[config.mk]
export PLATFORM = sky130hd
export DESIGN_NAME = ocep_front
export DESIGN_NICKNAME = d
export VERILOG_FILES = /design/src/rtl/core/ocep_pkg.sv /design/src/rtl/core/ocep_front.sv
export SDC_FILE = /design/constraint.sdc
export NUM_CORES = 1
export LEC_CHECK = 0
export BUFFER_PORTS_ARGS = -buffer_cell sky130_fd_sc_hd__buf_2
export CAP_MARGIN = 20
export CORE_UTILIZATION = 48
export DETAILED_ROUTE_END_ITERATION = 8
export PLACE_DENSITY = 0.74
export SLEW_MARGIN = 20
export SYNTH_ARGS = -nofsm -noshare
export SYNTH_HDL_FRONTEND = slang
export SYNTH_SLANG_ARGS = --single-unit
[constraint.sdc]
create_clock -name clk -period 7.99 [get_ports clk]
set_input_delay 0.3995 -clock clk [delete_from_list [all_inputs] [get_ports clk]]
set_output_delay 0.3995 -clock clk [all_outputs]
set_load 0.02 [all_outputs]
[src/rtl/core/ocep_pkg.sv]
`timescale 1ns / 1ps

package ocep_pkg;

  localparam int LEN_W   = 32;
  localparam int ANG_W   = 16;
  localparam int CW      = 34;   // cordic x, y, z width
  localparam int PROD_W  = 65;   // 33 x 32 signed product
  localparam int Q_DEPTH = 2;

  localparam logic [ANG_W-1:0]    ANGLE_RST = 16'd8192;
  localparam logic signed [CW-1:0] CORDIC_GAIN_Q30 = 34'sd652032874;

  typedef struct packed {
    logic signed [LEN_W-1:0] radius;
    logic [ANG_W-1:0]        polar;
    logic [ANG_W-1:0]        azimuth;
    logic signed [LEN_W-1:0] cx;
    logic signed [LEN_W-1:0] cz;
  } snap_t;

  typedef struct packed {
    logic signed [CW-1:0] x;
    logic signed [CW-1:0] y;
    logic signed [CW-1:0] z;
  } cordic_t;

  typedef struct packed {
    logic                 flip;
    logic signed [CW-1:0] z;
  } fold_t;

  typedef enum logic [2:0] {
    ST_IDLE,
    ST_ROT,
    ST_MUL,
    ST_ACC,
    ST_DONE
  } back_state_t;

  typedef enum logic [1:0] {
    MS_RSIN,
    MS_EYEY,
    MS_EYEX,
    MS_EYEZ
  } mul_sel_t;

  // atan(2^-i), 2^32 units per turn
  function automatic logic [31:0] atan_turn32(input logic [4:0] idx);
    logic [31:0] v;
    case (idx)
      5'd0:  v = 32'd536870912;
      5'd1:  v = 32'd316933406;
      5'd2:  v = 32'd167458907;
      5'd3:  v = 32'd85004756;
      5'd4:  v = 32'd42667331;
      5'd5:  v = 32'd21354465;
      5'd6:  v = 32'd10679838;
      5'd7:  v = 32'd5340245;
      5'd8:  v = 32'd2670163;
      5'd9:  v = 32'd1335087;
      5'd10: v = 32'd667544;
      5'd11: v = 32'd333772;
      5'd12: v = 32'd166886;
      5'd13: v = 32'd83443;
      5'd14: v = 32'd41722;
      5'd15: v = 32'd20861;
      5'd16: v = 32'd10430;
      5'd17: v = 32'd5215;
      5'd18: v = 32'd2608;
      5'd19: v = 32'd1304;
      5'd20: v = 32'd652;
      5'd21: v = 32'd326;
      5'd22: v = 32'd163;
      5'd23: v = 32'd81;
      5'd24: v = 32'd41;
      5'd25: v = 32'd20;
      5'd26: v = 32'd10;
      5'd27: v = 32'd5;
      5'd28: v = 32'd3;
      5'd29: v = 32'd1;
      5'd30: v = 32'd1;
      default: v = 32'd0;
    endcase
    return v;
  endfunction

endpackage

[src/rtl/core/ocep_front.sv]
`timescale 1ns / 1ps

module ocep_front #(
  parameter int FRAC_BITS = 16
) (
  input  logic                  clk,
  input  logic                  rst_n,
  input  logic                  in_push,
  input  logic                  q_full,
  input  logic                  in_req_type,
  input  logic signed [31:0]    in_delta_radius,
  input  logic signed [15:0]    in_delta_polar,
  input  logic signed [15:0]    in_delta_azimuth,
  input  logic signed [31:0]    in_delta_center_x,
  input  logic signed [31:0]    in_delta_center_z,
  output logic                  q_push,
  output ocep_pkg::snap_t       q_data
);

  localparam int RADIUS_RST_I = 30 << FRAC_BITS;
  localparam logic signed [ocep_pkg::LEN_W-1:0] RADIUS_RST =
    ocep_pkg::LEN_W'(RADIUS_RST_I);

  logic signed [ocep_pkg::LEN_W-1:0] radius_r, radius_nxt;
  logic [ocep_pkg::ANG_W-1:0]        polar_r, polar_nxt;
  logic [ocep_pkg::ANG_W-1:0]        azimuth_r, azimuth_nxt;
  logic signed [ocep_pkg::LEN_W-1:0] cx_r, cx_nxt;
  logic signed [ocep_pkg::LEN_W-1:0] cz_r, cz_nxt;
  logic                              accept;

  function automatic logic signed [31:0] sat_add(input logic signed [31:0] a,
                                                 input logic signed [31:0] b);
    logic signed [32:0] s;
    s = {a[31], a} + {b[31], b};
    if (s[32] != s[31]) begin
      return s[32] ? 32'sh80000000 : 32'sh7FFFFFFF;
    end
    return s[31:0];
  endfunction

  assign accept = in_push && !q_full;

  always_comb begin
    radius_nxt  = radius_r;
    polar_nxt   = polar_r;
    azimuth_nxt = azimuth_r;
    cx_nxt      = cx_r;
    cz_nxt      = cz_r;
    if (!in_req_type) begin
      radius_nxt  = sat_add(radius_r, in_delta_radius);
      polar_nxt   = polar_r + in_delta_polar;
      azimuth_nxt = azimuth_r + in_delta_azimuth;
    end else begin
      cx_nxt = sat_add(cx_r, in_delta_center_x);
      cz_nxt = sat_add(cz_r, in_delta_center_z);
    end
  end

  always_ff @(posedge clk) begin
    if (!rst_n) begin
      radius_r  <= RADIUS_RST;
      polar_r   <= ocep_pkg::ANGLE_RST;
      azimuth_r <= ocep_pkg::ANGLE_RST;
      cx_r      <= '0;
      cz_r      <= '0;
    end else if (accept) begin
      radius_r  <= radius_nxt;
      polar_r   <= polar_nxt;
      azimuth_r <= azimuth_nxt;
      cx_r      <= cx_nxt;
      cz_r      <= cz_nxt;
    end
  end

  // the snapshot carries the state as it stands after this word
  assign q_push         = accept;
  assign q_data.radius  = radius_nxt;
  assign q_data.polar   = polar_nxt;
  assign q_data.azimuth = azimuth_nxt;
  assign q_data.cx      = cx_nxt;
  assign q_data.cz      = cz_nxt;

endmodule

---- After elaboration in Yosys (flattened, before gate mapping) ----
Index checks and enable logic that the tools add are counted.
storage, ports and cells
  bits in registers ....................... 128
  output and inout port bits .............. 129
cells by class
  add/subtract/negate cells ............... 5
  equality and inequality tests ........... 3
  muxes and demuxes ....................... 20
  reduce and logical (&&, ||, !) cells .... 2
operator list
  cell                     number
  2-to-1 mux 32 bit        12
  adder 32 x 32 -> 33 bit  3
  adder 16 bit             2
  2-to-1 mux 16 bit        2
  2-to-1 mux 1 bit         6
  inequality test 1 bit    3
  logical AND 1 bit        1
  logical NOT 1 bit        1

---- Depth between registers and ports, before layout ----
  depth in word-level cells ............... 6
  mapped depth ............................ 15

---- Least setup slack after synthesis ----
Ideal clock, no wire load.
  kind .................................... input-to-output
  start ................................... in in_delta_center_z[0]
  end ..................................... out q_data[11] (netlist bit)
  arrival ................................. 3167 ps
  required time ........................... 7590 ps
  slack ................................... 4423 ps
  stages on the path ...................... 14
  path buffers ............................ 1
  cell sequence ........................... ha_1 inv_1 fa_1 nand2b_1 a21oi_1 o41a_2 a21oi_2 o31ai_2 a21oi_2 mux2_2 nor2_4 buf_4 nor2_1 a21oi_1
RTL lines
  element             RTL line          source
  start: declaration  ocep_front.sv:15  input logic signed [31:0] in_delta_center_z,
  end: declaration    ocep_front.sv:17  output ocep_pkg::snap_t q_data

==> flow_summary.ini <==
[outcome]
status = completed

[sta]
setup-violations-final = 0
tightest_slew_ns = 0.8496
hold_violations = 0
maxSlewHeadroom_pct = 43.01
fmax_mhz = 204.0
setup-tns-final_ns = 0
min_period_ns = 4.902
finalCritPeriodShare_pct = 61.35
rsz0062_at_grt = no
finalClockSkew_ns = 0.01741
drv_slew = 0

[layout]
regArea_mm2 = 0.002562
nets = 2222
multi_input_area_mm2 = 0.009460
finish.utilization_pct = 56.84
drive_gt1_share_pct = 19.33
fill_cells = 2489
area_growth_pct = 16.36

[floorplanning]
rows = 59
fp.dieArea_mm2 = 0.02710
die_w_um = 164.6
core_area_mm2 = 0.02598
dieHeight_um = 164.6
pin_count = 262
initial_core_util_pct = 48.84

[critical_path]
crit_required_ns = 7.59
slowest_stage = a211oi_1
cp_top_family = compound AO/OA/AOI/OAI gates
ff2ff_path_depth = 14
end_kind = output port
max_stage_delay_ns = 0.51
worst-path-max-fanout = 22
crit_path_start_kind = flop
path_buf_inv = 3
arrival_ns = 4.50
crit_cells = 15
crit_chain = ha_1 -> inv_1 -> fa_1 -> nor2b_1 -> o31a_1 -> o211ai_1 -> a211oi_1 -> o2111ai_1 -> a21oi_1 -> nand2_1 -> o21ai_2 -> buf_4 -> nor2_1 -> a21oi_1 -> buf_2
crit_top_cell = a21oi_1
path_class = flop to output port

[clock_network]
cts.path.max_buffers = 2
clkTransAtPathRegs_ns = 0.07
cts_root_buf = clkbuf_16
cts_made_buffers = 17
cts_tree = done
post_cts_buffers = 0
cts_hold_buf = 0
htreeDepth = 4
cts_resized = 0
clk-insertion-delay-late_ns = 0.43
cts.sinks = 128

[logic_synthesis]
ys.warnings.count = 0
ys_seq_area_share_pct = 20.19
ys_ff_latch = 128
synth_cell_types = 87
synth_edf_count = 0
synth.avg_cell_area_um2 = 7.232
async_reset_ff_share_pct = 0
ys.flop_type = dfxtp_1
syn_area_mm2 = 0.01269
syn_inst = 1755
synth_nets = 2019

[place]
dp.final_hpwl_um = 27150
io_buffer_count = 261
place_congestion = 0.8935

[drt]
vias = 13266
postRouteAntennaNets = 0
drc = 0
dr.pass1.iters = 7
vias_per_cell = 5.745
drtIter0Drc = 896
totalWireLength_um = 37040
wl_per_cell_um = 16.04

[global_routing]
grt_pass1_wl_um = 59690
grt_pass1_vias = 12437
gr-usage-all-layers_pct = 27.06
grt_max_degree = 89
grt_overflow = 0
antenna_found_initial = 5

[hold_path]
holdPathStages = 4
hold_path_class = input pin to flop

[pwr]
power_density_mw_per_mm2 = 173.5
peakVddDrop_mv = 0.1230
power.leakage_nw = 6.819

[flow_run]
cap_violations = 0
sequential cells by signal, summed over array words and instances, names as in the netlist:
| signal | cells |
|---|---|
| polar_r | 16 |
| radius_r | 32 |
| cx_r | 32 |
| azimuth_r | 16 |
| cz_r | 32 |
worst paths after layout:
path / startpoint / to / slack [ns]
min: in_delta_radius[0] / radius_r[0] / 0.40
min reg2reg: azimuth_r[7] / azimuth_r[7] / 0.47
max: cx_r[0] / q_data[45] / 3.09
max reg2reg: cx_r[0] / cx_r[29] / 4.10
area by class of cell:
class,instances,share of cell area [%]
inverters,70,1.779
multi-input cells,1468,64.05
repair buffers,273,9.497
clock inverters,12,1.406
flip-flops and latches,128,17.35
well taps,335,2.838
diodes,3,0.05083
clock buffers,20,3.024
where the power goes:
group          switching [mW]  leakage (nW)  internal, mW
Clock                   0.333         0.307         0.565
Combinational           0.600          5.47         0.365
Sequential             0.0270          1.05         0.673
cell families (layout without fill, tap and decap cells):
kind of cell / Yosys count / in the layout / share of synthesized area [%]
muxes: 21 / 21 / 1.824
and+or+nand+nor: 541 / 541 / 19.40
adders and majority gates: 140 / 140 / 13.93
AOI/OAI and AO/OA: 658 / 658 / 31.92
other: 0 / 3 / 0
DFF: 128 / 128 / 20.19
xor gates and xnor gates: 108 / 108 / 7.453
buffers and inverters: 159 / 375 / 5.284
synth_stat cells (all sizes together) (18+ instances only):
cell,n,area share (%)
a21oi,287,12
nand2,190,5.6
o21ai,184,7.5
nor2,169,5.1
dfxtp,128,20
ha,126,12
inv,68,2.0
xnor2,66,4.6
clkbuf,64,1.9
xor2,42,2.9
nor2b,41,2.0
a21o,40,2.4
nor3,34,1.4
nand3,30,1.2
buf,25,1.3
o22ai,23,1.1
a211oi,18,1.1
o21a,18,1.1
routing by layer:
layer  routed length (um)  track usage [%]  vias to the layer above
met4                  862            9.508                        2
met5                   13                0                        -
li1                     -                -                     6682
met2                17140            45.84                      406
met1                16780            34.24                     6123
met3                 2243            4.847                       53
per-stage QoR:
| step | worst slack, ns | hold WS (ns) | area [um2] | total power, mW | cells |
|---|---|---|---|---|---|
| after detailed placement | 3.487 | 0.4659 | 14110 | 1.666 | 2274 |
| after CTS | 3.193 | 0.3827 | 14760 | 2.569 | 2306 |
| after floorplan | 4.423 | 0.4450 | 12690 | 1.415 | 1755 |
| final | 3.088 | 0.3955 | 14770 | 2.562 | 2309 |
| after global placement | 3.550 | 0.4557 | 14110 | 1.653 | 2274 |
| after global routing | 2.768 | 0.4030 | 14770 | 2.706 | 2308 |
worst min-delay path, stage by stage:
cell and delay [ns]:
buf_2 0.08, ha_1 0.12, nand2_1 0.06, a21oi_1 0.12
placed cells by master, fill, tap and decap left out, drive strengths merged, types with 40 or more instances in the layout:
cell     n
a21oi  287
buf    273
nand2  190
o21ai  184
nor2   169
dfxtp  128
ha     126
inv     69
xnor2   66
xor2    42
nor2b   41
a21o    40
No activity file was read; power rests on OpenSTA's default activity.
