File: config.mk
export PLATFORM = sky130hd
export DESIGN_NAME = ocep_fifo
export DESIGN_NICKNAME = d
export VERILOG_FILES = /design/src/rtl/core/ocep_pkg.sv /design/src/rtl/core/ocep_fifo.sv
export SDC_FILE = /design/constraint.sdc
export NUM_CORES = 1
export LEC_CHECK = 0
export BUFFER_PORTS_ARGS = -buffer_cell sky130_fd_sc_hd__buf_2
export CAP_MARGIN = 20
export CELL_PAD_IN_SITES_DETAIL_PLACEMENT = 1
export CELL_PAD_IN_SITES_GLOBAL_PLACEMENT = 1
export CORE_UTILIZATION = 44
export DETAILED_ROUTE_END_ITERATION = 7
export GPL_ROUTABILITY_DRIVEN = 1
export PLACE_DENSITY_LB_ADDON = 0.05
export SLEW_MARGIN = 20
export SYNTH_ARGS = -nofsm -noshare
export SYNTH_HDL_FRONTEND = slang
export SYNTH_SLANG_ARGS = --single-unit
File: constraint.sdc
create_clock -name clk -period 7.6 [get_ports clk]
set_input_delay 0.38 -clock clk [delete_from_list [all_inputs] [get_ports clk]]
set_output_delay 0.38 -clock clk [all_outputs]
set_load 0.03 [all_outputs]
File: src/rtl/core/ocep_pkg.sv
`timescale 1ns / 1ps

package ocep_pkg;

  localparam int LEN_W   = 32;
  localparam int ANG_W   = 16;
  localparam int CW      = 34;   // cordic x, y, z width
  localparam int PROD_W  = 65;   // 33 x 32 signed product
  localparam int Q_DEPTH = 2;

  localparam logic [ANG_W-1:0]    ANGLE_RST = 16'd8192;
  localparam logic signed [CW-1:0] CORDIC_GAIN_Q30 = 34'sd652032874;

  typedef struct packed {
    logic signed [LEN_W-1:0] radius;
    logic [ANG_W-1:0]        polar;
    logic [ANG_W-1:0]        azimuth;
    logic signed [LEN_W-1:0] cx;
    logic signed [LEN_W-1:0] cz;
  } snap_t;

  typedef struct packed {
    logic signed [CW-1:0] x;
    logic signed [CW-1:0] y;
    logic signed [CW-1:0] z;
  } cordic_t;

  typedef struct packed {
    logic                 flip;
    logic signed [CW-1:0] z;
  } fold_t;

  typedef enum logic [2:0] {
    ST_IDLE,
    ST_ROT,
    ST_MUL,
    ST_ACC,
    ST_DONE
  } back_state_t;

  typedef enum logic [1:0] {
    MS_RSIN,
    MS_EYEY,
    MS_EYEX,
    MS_EYEZ
  } mul_sel_t;

  // atan(2^-i), 2^32 units per turn
  function automatic logic [31:0] atan_turn32(input logic [4:0] idx);
    logic [31:0] v;
    case (idx)
      5'd0:  v = 32'd536870912;
      5'd1:  v = 32'd316933406;
      5'd2:  v = 32'd167458907;
      5'd3:  v = 32'd85004756;
      5'd4:  v = 32'd42667331;
      5'd5:  v = 32'd21354465;
      5'd6:  v = 32'd10679838;
      5'd7:  v = 32'd5340245;
      5'd8:  v = 32'd2670163;
      5'd9:  v = 32'd1335087;
      5'd10: v = 32'd667544;
      5'd11: v = 32'd333772;
      5'd12: v = 32'd166886;
      5'd13: v = 32'd83443;
      5'd14: v = 32'd41722;
      5'd15: v = 32'd20861;
      5'd16: v = 32'd10430;
      5'd17: v = 32'd5215;
      5'd18: v = 32'd2608;
      5'd19: v = 32'd1304;
      5'd20: v = 32'd652;
      5'd21: v = 32'd326;
      5'd22: v = 32'd163;
      5'd23: v = 32'd81;
      5'd24: v = 32'd41;
      5'd25: v = 32'd20;
      5'd26: v = 32'd10;
      5'd27: v = 32'd5;
      5'd28: v = 32'd3;
      5'd29: v = 32'd1;
      5'd30: v = 32'd1;
      default: v = 32'd0;
    endcase
    return v;
  endfunction

endpackage

File: src/rtl/core/ocep_fifo.sv
`timescale 1ns / 1ps

module ocep_fifo (
  input  logic            clk,
  input  logic            rst_n,
  input  logic            push,
  input  ocep_pkg::snap_t wr_data,
  output logic            full,
  input  logic            pop,
  output logic            empty,
  output ocep_pkg::snap_t rd_data
);

  localparam int PTR_W = $clog2(ocep_pkg::Q_DEPTH);
  localparam int CNT_W = $clog2(ocep_pkg::Q_DEPTH + 1);

  ocep_pkg::snap_t  mem_r [ocep_pkg::Q_DEPTH];
  logic [PTR_W-1:0] wr_ptr_r, rd_ptr_r;
  logic [CNT_W-1:0] count_r;
  logic             do_push, do_pop;

  assign full    = (count_r == CNT_W'(ocep_pkg::Q_DEPTH));
  assign empty   = (count_r == '0);
  assign do_push = push && !full;
  assign do_pop  = pop && !empty;
  assign rd_data = mem_r[rd_ptr_r];

  always_ff @(posedge clk) begin
    if (do_push) begin
      mem_r[wr_ptr_r] <= wr_data;
    end
  end

  always_ff @(posedge clk) begin
    if (!rst_n) begin
      wr_ptr_r <= '0;
      rd_ptr_r <= '0;
      count_r  <= '0;
    end else begin
      if (do_push) begin
        wr_ptr_r <= (wr_ptr_r == PTR_W'(ocep_pkg::Q_DEPTH - 1)) ? '0 : wr_ptr_r + 1'b1;
      end
      if (do_pop) begin
        rd_ptr_r <= (rd_ptr_r == PTR_W'(ocep_pkg::Q_DEPTH - 1)) ? '0 : rd_ptr_r + 1'b1;
      end
      if (do_push && !do_pop) begin
        count_r <= count_r + 1'b1;
      end else if (do_pop && !do_push) begin
        count_r <= count_r - 1'b1;
      end
    end
  end

endmodule

Word level (Yosys, flattened, before mapping):

Memories as Yosys holds them, arrays and structs flattened. A register that Yosys moved wholly into a read port is not among the register bits.
Cells that the tools add are included.

* eq/ne operators: 1
* reduce and logical (&&, ||, !) cells: 10
* muxes and demuxes: 8
* add/subtract/negate cells: 4

Operators by type and width (count)
* 1-bit two-way mux: 6
* 1-bit logical AND: 4
* 1-bit logical NOT: 4
* 2-bit two-way mux: 2
* 1-bit adder, second input constant: 2
* 2-bit by 1-bit adder with 2-bit output, second input constant: 1
* 2-bit equality test, second input constant: 1
* 2-bit logical NOT: 1
* 2-bit nonzero test: 1
* 2-bit by 1-bit subtractor with 2-bit output, second input constant: 1

* output and inout bits: 130
* memories: 1
* logic and storage cells: 27
* RAM bits: 256
* flip-flop bits (word level): 4

Memory list
* mem_r: words 2, width 128, read ports 1, clocked after Yosys merged registers in 1, wr ports 1, line ocep_fifo.sv:17 `ocep_pkg::snap_t mem_r [ocep_pkg::Q_DEPTH];`

Longest topological paths before layout:

Gate-level depths: netlist (run 1).

* word-level depth: 7
* gate-level depth with buffers: 7
* gate-level depth less buffers: 7

Worst setup path before layout (run 1):

OpenSTA, ideal clock, no wires.

* path kind: reg-to-reg
* from: reg count_r[0]
* to: mem mem_r[0][0] (netlist name), enable pin
* data required time: 7.006 ns
* clock period less this slack: 6.152 ns
* slack: 1.448 ns
* library setup time: 0.594 ns
* data arrival time: 5.558 ns
* stages on the path, launching flop included: 4
* buffers on the path: 0
* path through: dfxtp_1 > nand2b_1 > inv_2 > nor3_2

* cells in the longest elaborated chain, start to end: 5

Ends and longest elaborated chain
* start: declaration: line ocep_fifo.sv:19 `logic [CNT_W-1:0] count_r;`
* start signal: assignment: line ocep_fifo.sv:47 `count_r <= count_r + 1'b1;`
* start signal: assignment: line ocep_fifo.sv:49 `count_r <= count_r - 1'b1;`
* 2-bit equality test: line ocep_fifo.sv:22 `assign full = (count_r == CNT_W'(ocep_pkg::Q_DEPTH));`
* named net full: line ocep_fifo.sv:8 `output logic full,`
* 1-bit logical NOT: line ocep_fifo.sv:24 `assign do_push = push && !full;`
* 1-bit logical AND: line ocep_fifo.sv:24
* 1-bit two-way mux: line ocep_fifo.sv:29 `if (do_push) begin`
* 1-bit two-way mux (not written as such): line ocep_fifo.sv:30 `mem_r[wr_ptr_r] <= wr_data;`
* end: declaration: line ocep_fifo.sv:17

The timed path passes the listed nets, and every way through them passes these cells.

==> summary.md, run 1 <==
| Metric | Value |
|---|---|
| Critical Path AT | `2.95 ns` |
| Syn_area_per_cell | `22.47 um2` |
| Pleak | `4.432 nW` |
| TritonCTS Buffers | `28` |
| Router iterations before antenna repair | `4` |
| Setup crit end kind | `output pin` |
| Worst slew margin | `36.01%` |
| Nets | `837` |
| Post-synth top cells | `edfxtp_1, mux2_2, buf_6` |
| Period utilisation layout | `43.80%` |
| Proportion of layout cells with a drive suffix above 1 | `59.37%` |
| WL/cell | `18.80 um` |
| RSZ-0062 raised after global routing | `no` |
| Die ar. | `22200 um2` |
| Hold violation total from the final report | `0` |
| Cells after DPL | `949` |
| Startpoint type of the worst setup path | `flop` |
| Max FO, Critical Path | `65` |
| Tightest Pin Transition | `0.9598 ns` |
| CP Class | `flop to output pin` |
| WL final | `18970 um` |
| Cells after Synth | `423` |
| Die Y | `149.0 um` |
| H-tree levels | `1` |
| Dpl ws | `4.432 ns` |
| Clock latency on the worst-skew pair | `0.52 ns` |
| Max_cap viols | `0` |
| Min cycle time layout | `3.328 ns` |
| FF+latch area | `7791 um2` |
| Grt ovf | `0` |
| Root buf cell | `clkbuf_16` |
| Mapped Area | `9505 um2` |
| First-pass GRT wire length | `27940 um` |
| Synth top area cells | `edfxtp_1, mux2_2, buf_6, dfxtp_1, buf_4` |
| Fin util | `56.68%` |
| PwrDens | `370.7 nW/um2` |
| Number of distinct library cells after synthesis | `21` |
| Final setup fails | `0` |
| Most frequent cell after synthesis | `edfxtp_1` |
| Core box area | `21090 um2` |
| Asr flop ratio synth | `0%` |
| CTS sink cnt | `261` |
| Fin cells | `1009` |
| Routed via count | `4833` |
| Sequential share of the synthesized area | `81.93%` |
| Status | `finished, final reports clean` |
| Initial antenna violation count | `7` |
| Cts hold-fix bufs | `0` |
| I/O Pins | `262` |
| Detail Route Antenna Nets | `0` |
| Number of global-route vias before repair | `5217` |
| Largest buffer count on any clock path | `3` |
| Max-slew violation count | `0` |
| Clock transition at the registers of the reported paths | `0.06 ns` |
| Layout area overhead | `25.75%` |
| Iter 0 DRT Violations | `170` |
| Largest net degree at the start of global routing | `67` |
| All-layer global routing usage | `16.60%` |
| TritonCTS clock tree | `yes` |
| Register bit total from synthesis | `261` |
| CTS resizes | `0` |
| Hold WC Path Type | `input port to flop` |
| Postcts setup bufs | `0` |
| Filler cell count | `1961` |
| Final WS setup | `4.272 ns` |
| Share of Yosys cell area claimed by the top area cell type | `80.87%` |
| Peak supply drop | `0.2454 mV` |
| Hpwl dp | `12410 um` |
| Die X | `149.0 um` |
| Top_reg_cell synth | `edfxtp_1` |
| Syn Nets | `556` |
| DR DRC count | `0` |
| Port bufs | `261` |
| Routability congestion estimate from global placement | `0.7492` |
| Max Freq | `300.4 MHz` |
| Largest area contributor in the netlist | `edfxtp_1` |
| Setup tns final | `0 ns` |
| EDFF count, synth | `256` |
| CP required | `7.22 ns` |
| Initial Util | `45.08%` |
| Vias per cell | `4.790` |
| Multi-input logic area | `1579 um2` |
| Ys Warns | `0` |
| FP Rows | `53` |
| Fin Clk Skew | `0.008844 ns` |
power breakdown:
group	internal [mW]	switching (mW)	total (mW)	leakage, nW
clock	0.764	0.514	1.28	0.424
combinational	0.430	0.820	1.25	1.57
sequential	1.81	0.0903	1.90	2.43
total	3.01	1.42	4.43	4.43
per-stage QoR:
step	area [um2]	power, mW	hold slack (ns)
after global placement	11060	3.177	0.4968
after CTS	11930	4.493	0.02253
after global routing	11940	4.608	0.02198
final	11950	4.431	0.04298
after detailed placement	11060	3.202	0.5329
after floorplan	9505	2.886	0.4789
layout by cell type (no fill, tap or decap):
cell type    n
xnor2_1      2
mux2_2     128
inv_1        1
ha_1         1
dfxtp_4      1
clkinv_2     2
and3_4       1
inv_2        1
o21ai_1      1
clkinv_1     9
bufinv_16    2
clkbuf_16   29
a21boi_0     1
diode_2      8
clkbuf_1     9
buf_2      261
and2_1       3
o21a_1       1
nor2_1       2
nand2b_1     1
nor3_4       1
or3_1        1
a21boi_1     1
inv_8        1
o21ai_0      1
buf_4        4
edfxtp_1   256
xor2_1       1
dfxtp_1      4
registers in the layout, indices dropped and copies added, names as in the netlist, named ones only:
signal / count
count_r: 2
mem_r: 256
rd_ptr_r: 1
wr_ptr_r: 1
per-layer routing:
layer	vias to the layer above	GRT usage (%)	routed length (um)	share of wire [%]
li1	2263	-	-	-
met1	2358	18.66	7209	38
met2	165	28.47	9537	50
met3	43	6.208	1639	8.6
met4	4	6.582	566	3.0
met5	-	0	18	0.095
final timing paths:
| path | from | endpoint | slack, ns | cells past startpoint |
|---|---|---|---|---|
| worst max-delay path | flop | rd_data[119] | 4.27 | 3 |
| worst min-delay path | wr_data[44] | mem_r[0][44] | 0.04 | 1 |
| worst max register to register | count_r[0] | mem_r[0][52] | 4.53 | 5 |
| worst min register to register | count_r[1] | count_r[1] | 0.54 | 2 |
cell families after synthesis:
group	count (synthesis)	synth area share [%]
AO/OA/AOI/OAI	5	0.3422
XOR/XNOR	3	0.2765
adder cells (fa/ha/maj)	1	0.1316
buffers and inverters	16	1.580
flip-flops	261	81.93
multiplexers	128	15.16
AND/OR/NAND/NOR	9	0.5794
critical path, cell delays in order (launching register included):
cell and delay (ns):
dfxtp_4 0.90, buf_4 0.80, mux2_2 0.42, buf_2 0.19
area by class of cell:
class | count | area share, %
well taps | 275 | 2.879
multi-input cells | 146 | 13.21
clock inverters | 14 | 0.9630
inverters | 2 | 0.06281
flip-flops and latches | 261 | 65.18
clock buffers | 38 | 6.354
diodes | 8 | 0.1675
repair buffers | 265 | 11.18
(Power assumes the default switching activity.)
==> run 2, diff against run 1 <==
--- a/config.mk
+++ b/config.mk
@@ -9,7 +9,7 @@
 export CAP_MARGIN = 20
 export CELL_PAD_IN_SITES_DETAIL_PLACEMENT = 1
 export CELL_PAD_IN_SITES_GLOBAL_PLACEMENT = 1
-export CORE_UTILIZATION = 44
+export CORE_UTILIZATION = 40
 export DETAILED_ROUTE_END_ITERATION = 7
 export GPL_ROUTABILITY_DRIVEN = 1
 export PLACE_DENSITY_LB_ADDON = 0.05
==> constraint.sdc (replaced) <==
create_clock -name clk -period 2.9 [get_ports clk]
set_input_delay 0.145 -clock clk [delete_from_list [all_inputs] [get_ports clk]]
set_output_delay 0.145 -clock clk [all_outputs]
set_load 0.03 [all_outputs]
==> run 2 against run 1 <==
  * Clock power is 140% higher
  * Total power rose to 2.6 times the previous value
  * Non-clock buffer count grew 133
  * Die area grew 9.9%
  * Final cell count is 17% higher
  * Register-to-register slack got worse by 3.6 ns
  * Wire length up 8.2%
  * Critical path depth is the same
  * Sequential cell count did not move
  * Worst hold slack gained 0.069 ns
  * Critical endpoint is now rd_data[124]
  * Largest power group unchanged
==> summary.md, run 2 (synthesis gave the netlist of run 1 again) <==
| Metric | Value |
|---|---|
| Grt ovf | `0 (unchanged)` |
| Max FO, Critical Path | `72 (was 65)` |
| Hold WC Path Type | `input port to flop (unchanged)` |
| Final setup fails | `0 (unchanged)` |
| CTS resizes | `0 (unchanged)` |
| FP Rows | `56 (was 53)` |
| Worst slew margin | `69.98% (was 36.01%)` |
| Dpl ws | `1.178 ns (was 4.432 ns)` |
| Detail Route Antenna Nets | `0 (unchanged)` |
| WL final | `20530 um (was 18970 um)` |
| Hpwl dp | `12590 um (was 12410 um)` |
| CTS sink cnt | `261 (unchanged)` |
| Cts hold-fix bufs | `130 (was 0)` |
| All-layer global routing usage | `16.55% (was 16.60%)` |
| Initial antenna violation count | `2 (was 7)` |
| DR DRC count | `0 (unchanged)` |
| Max_cap viols | `0 (unchanged)` |
| Layout area overhead | `40.28% (was 25.75%)` |
| Cells after DPL | `996 (was 949)` |
| Multi-input logic area | `1587 um2 (was 1579 um2)` |
| Period utilisation layout | `69.69%` |
| Routability congestion estimate from global placement | `0.7513 (was 0.7492)` |
| Nets | `970 (was 837)` |
| Routed via count | `5380 (was 4833)` |
| Largest net degree at the start of global routing | `73 (was 67)` |
| Max reg flops | `256 (unchanged)` |
| Filler cell count | `2194 (was 1961)` |
| Router iterations before antenna repair | `4 (unchanged)` |
| Status | `finished, final reports clean (unchanged)` |
| Port bufs | `261 (unchanged)` |
| Peak supply drop | `0.5884 mV (was 0.2454 mV)` |
| PwrDens | `872.5 nW/um2 (was 370.7 nW/um2)` |
| Min cycle time layout | `2.021 ns` |
| Proportion of layout cells with a drive suffix above 1 | `50.82% (was 59.37%)` |
| Pleak | `4.986 nW (was 4.432 nW)` |
| R2R setup slack | `0.91 ns (was 4.53 ns)` |
| Core box area | `23400 um2 (was 21090 um2)` |
| Iter 0 DRT Violations | `228 (was 170)` |
| Clock transition at the registers of the reported paths | `0.06 ns (about the same)` |
| Fin Clk Skew | `0.01253 ns (was 0.008844 ns)` |
| FF+latch area | `7792 um2 (was 7791 um2)` |
| Post-route cell area | `13330 um2 (was 11950 um2)` |
| Startpoint type of the worst setup path | `flop (unchanged)` |
| Placed Instance Area | `11220 um2 (was 11060 um2)` |
| Vias per cell | `4.575 (was 4.790)` |
| Max Freq | `494.8 MHz` |
| Setup crit end kind | `output pin (unchanged)` |
| TritonCTS Buffers | `28 (unchanged)` |
| CP Class | `flop to output pin (unchanged)` |
| WL/cell | `17.46 um (was 18.80 um)` |
| I/O Pins | `262 (unchanged)` |
| Hold violation total from the final report | `0 (unchanged)` |
| Final WS setup | `0.8790 ns (was 4.272 ns)` |
| Largest buffer count on any clock path | `3 (unchanged)` |
| Most common cell after layout, fill and taps aside | `buf_2 (unchanged)` |
| Tightest Pin Transition | `0.4502 ns (was 0.9598 ns)` |
| H-tree levels | `1 (unchanged)` |
| RSZ-0062 raised after global routing | `no (unchanged)` |
| Die Y | `156.2 um (was 149.0 um)` |
| Number of global-route vias before repair | `5872 (was 5217)` |
| Die ar. | `24380 um2 (was 22200 um2)` |
| Biggest regs | `mem_r x256, count_r x2 (unchanged)` |
| Die X | `156.2 um (was 149.0 um)` |
| Clock latency on the worst-skew pair | `0.52 ns (about the same)` |
| Most frequent cells in the layout | `buf_2, edfxtp_1, dlygate4sd3_1, mux2_2, clkbuf_16 (was buf_2, edfxtp_1, mux2_2, clkbuf_16)` |
| Critical Path AT | `1.88 ns (was 2.95 ns)` |
| First-pass GRT wire length | `31270 um (was 27940 um)` |
| Max-slew violation count | `0 (unchanged)` |
| Fin cells | `1176 (was 1009)` |
| CP required | `2.76 ns (was 7.22 ns)` |
| TritonCTS clock tree | `yes (unchanged)` |
| Top reg by flops | `mem_r (unchanged)` |
| Postcts setup bufs | `0 (unchanged)` |
| Root buf cell | `clkbuf_16 (unchanged)` |
| Initial Util | `40.62% (was 45.08%)` |
run 2: cell count changes in the layout (fill, tap and decap cells not counted), moves of 2 or more:
cell | before | now
clkinv_1 | 9 | 11
bufinv_16 | 2 | 0
buf_12 | 0 | 6
clkinv_2 | 2 | 4
clkbuf_1 | 9 | 5
diode_2 | 8 | 1
buf_4 | 4 | 1
dlygate4sd3_1 | 0 | 130
run 2: stage by stage:
step	hold slack, ns	setup TNS (ns)	power, mW	util, %
floorplan	0.2439	-152.81	7.543	-
global placement	0.3326	0	8.431	47.96
detailed placement	0.3363	0	8.493	47.96
CTS	0.1098	0	11.80	56.97
global route	0.1435	0	12.14	56.98
finish	0.1115	0	11.63	56.98
run 2: per-layer routing:
layer / vias to the layer above / GRT usage (%) / wire (um)
met5: - / 0 / 13
met4: 2 / 4.482 / 365
met3: 29 / 5.028 / 1562
met2: 176 / 29.59 / 10430
met1: 2658 / 19.15 / 8164
li1: 2515 / - / -
run 2: worst paths after layout:
path                                 start      endpoint  cells past startpoint
worst max-delay path                  flop  rd_data[124]                      3
worst min-delay path                   pop          flop                      4
worst max register to register  count_r[0]      wr_ptr_r                      6
worst min register to register  count_r[1]    count_r[1]                      2
run 2: report_power, final:
| group | internal [mW] | total (mW) | switching [mW] |
|---|---|---|---|
| logic | 1.32 | 3.66 | 2.34 |
| registers | 4.74 | 4.86 | 0.122 |
| clock network | 1.80 | 3.12 | 1.32 |
| total | 7.86 | 11.6 | 3.78 |
run 2: critical path, stage by stage (launching register included):
cell     delay [ns]
dfxtp_4        0.37
buf_12         0.33
mux2_2         0.39
buf_2          0.18
run 2: cell type report:
cell class / count / share of cell area, %
Clock buffer: 34 / 5.583
Clock inverter: 15 / 0.4598
Tap cell: 319 / 2.993
Multi-Input combinational cell: 146 / 11.90
Inverter: 2 / 0.09384
Sequential cell: 261 / 58.44
Timing Repair Buffer: 398 / 20.51
Antenna cell: 1 / 0.01877
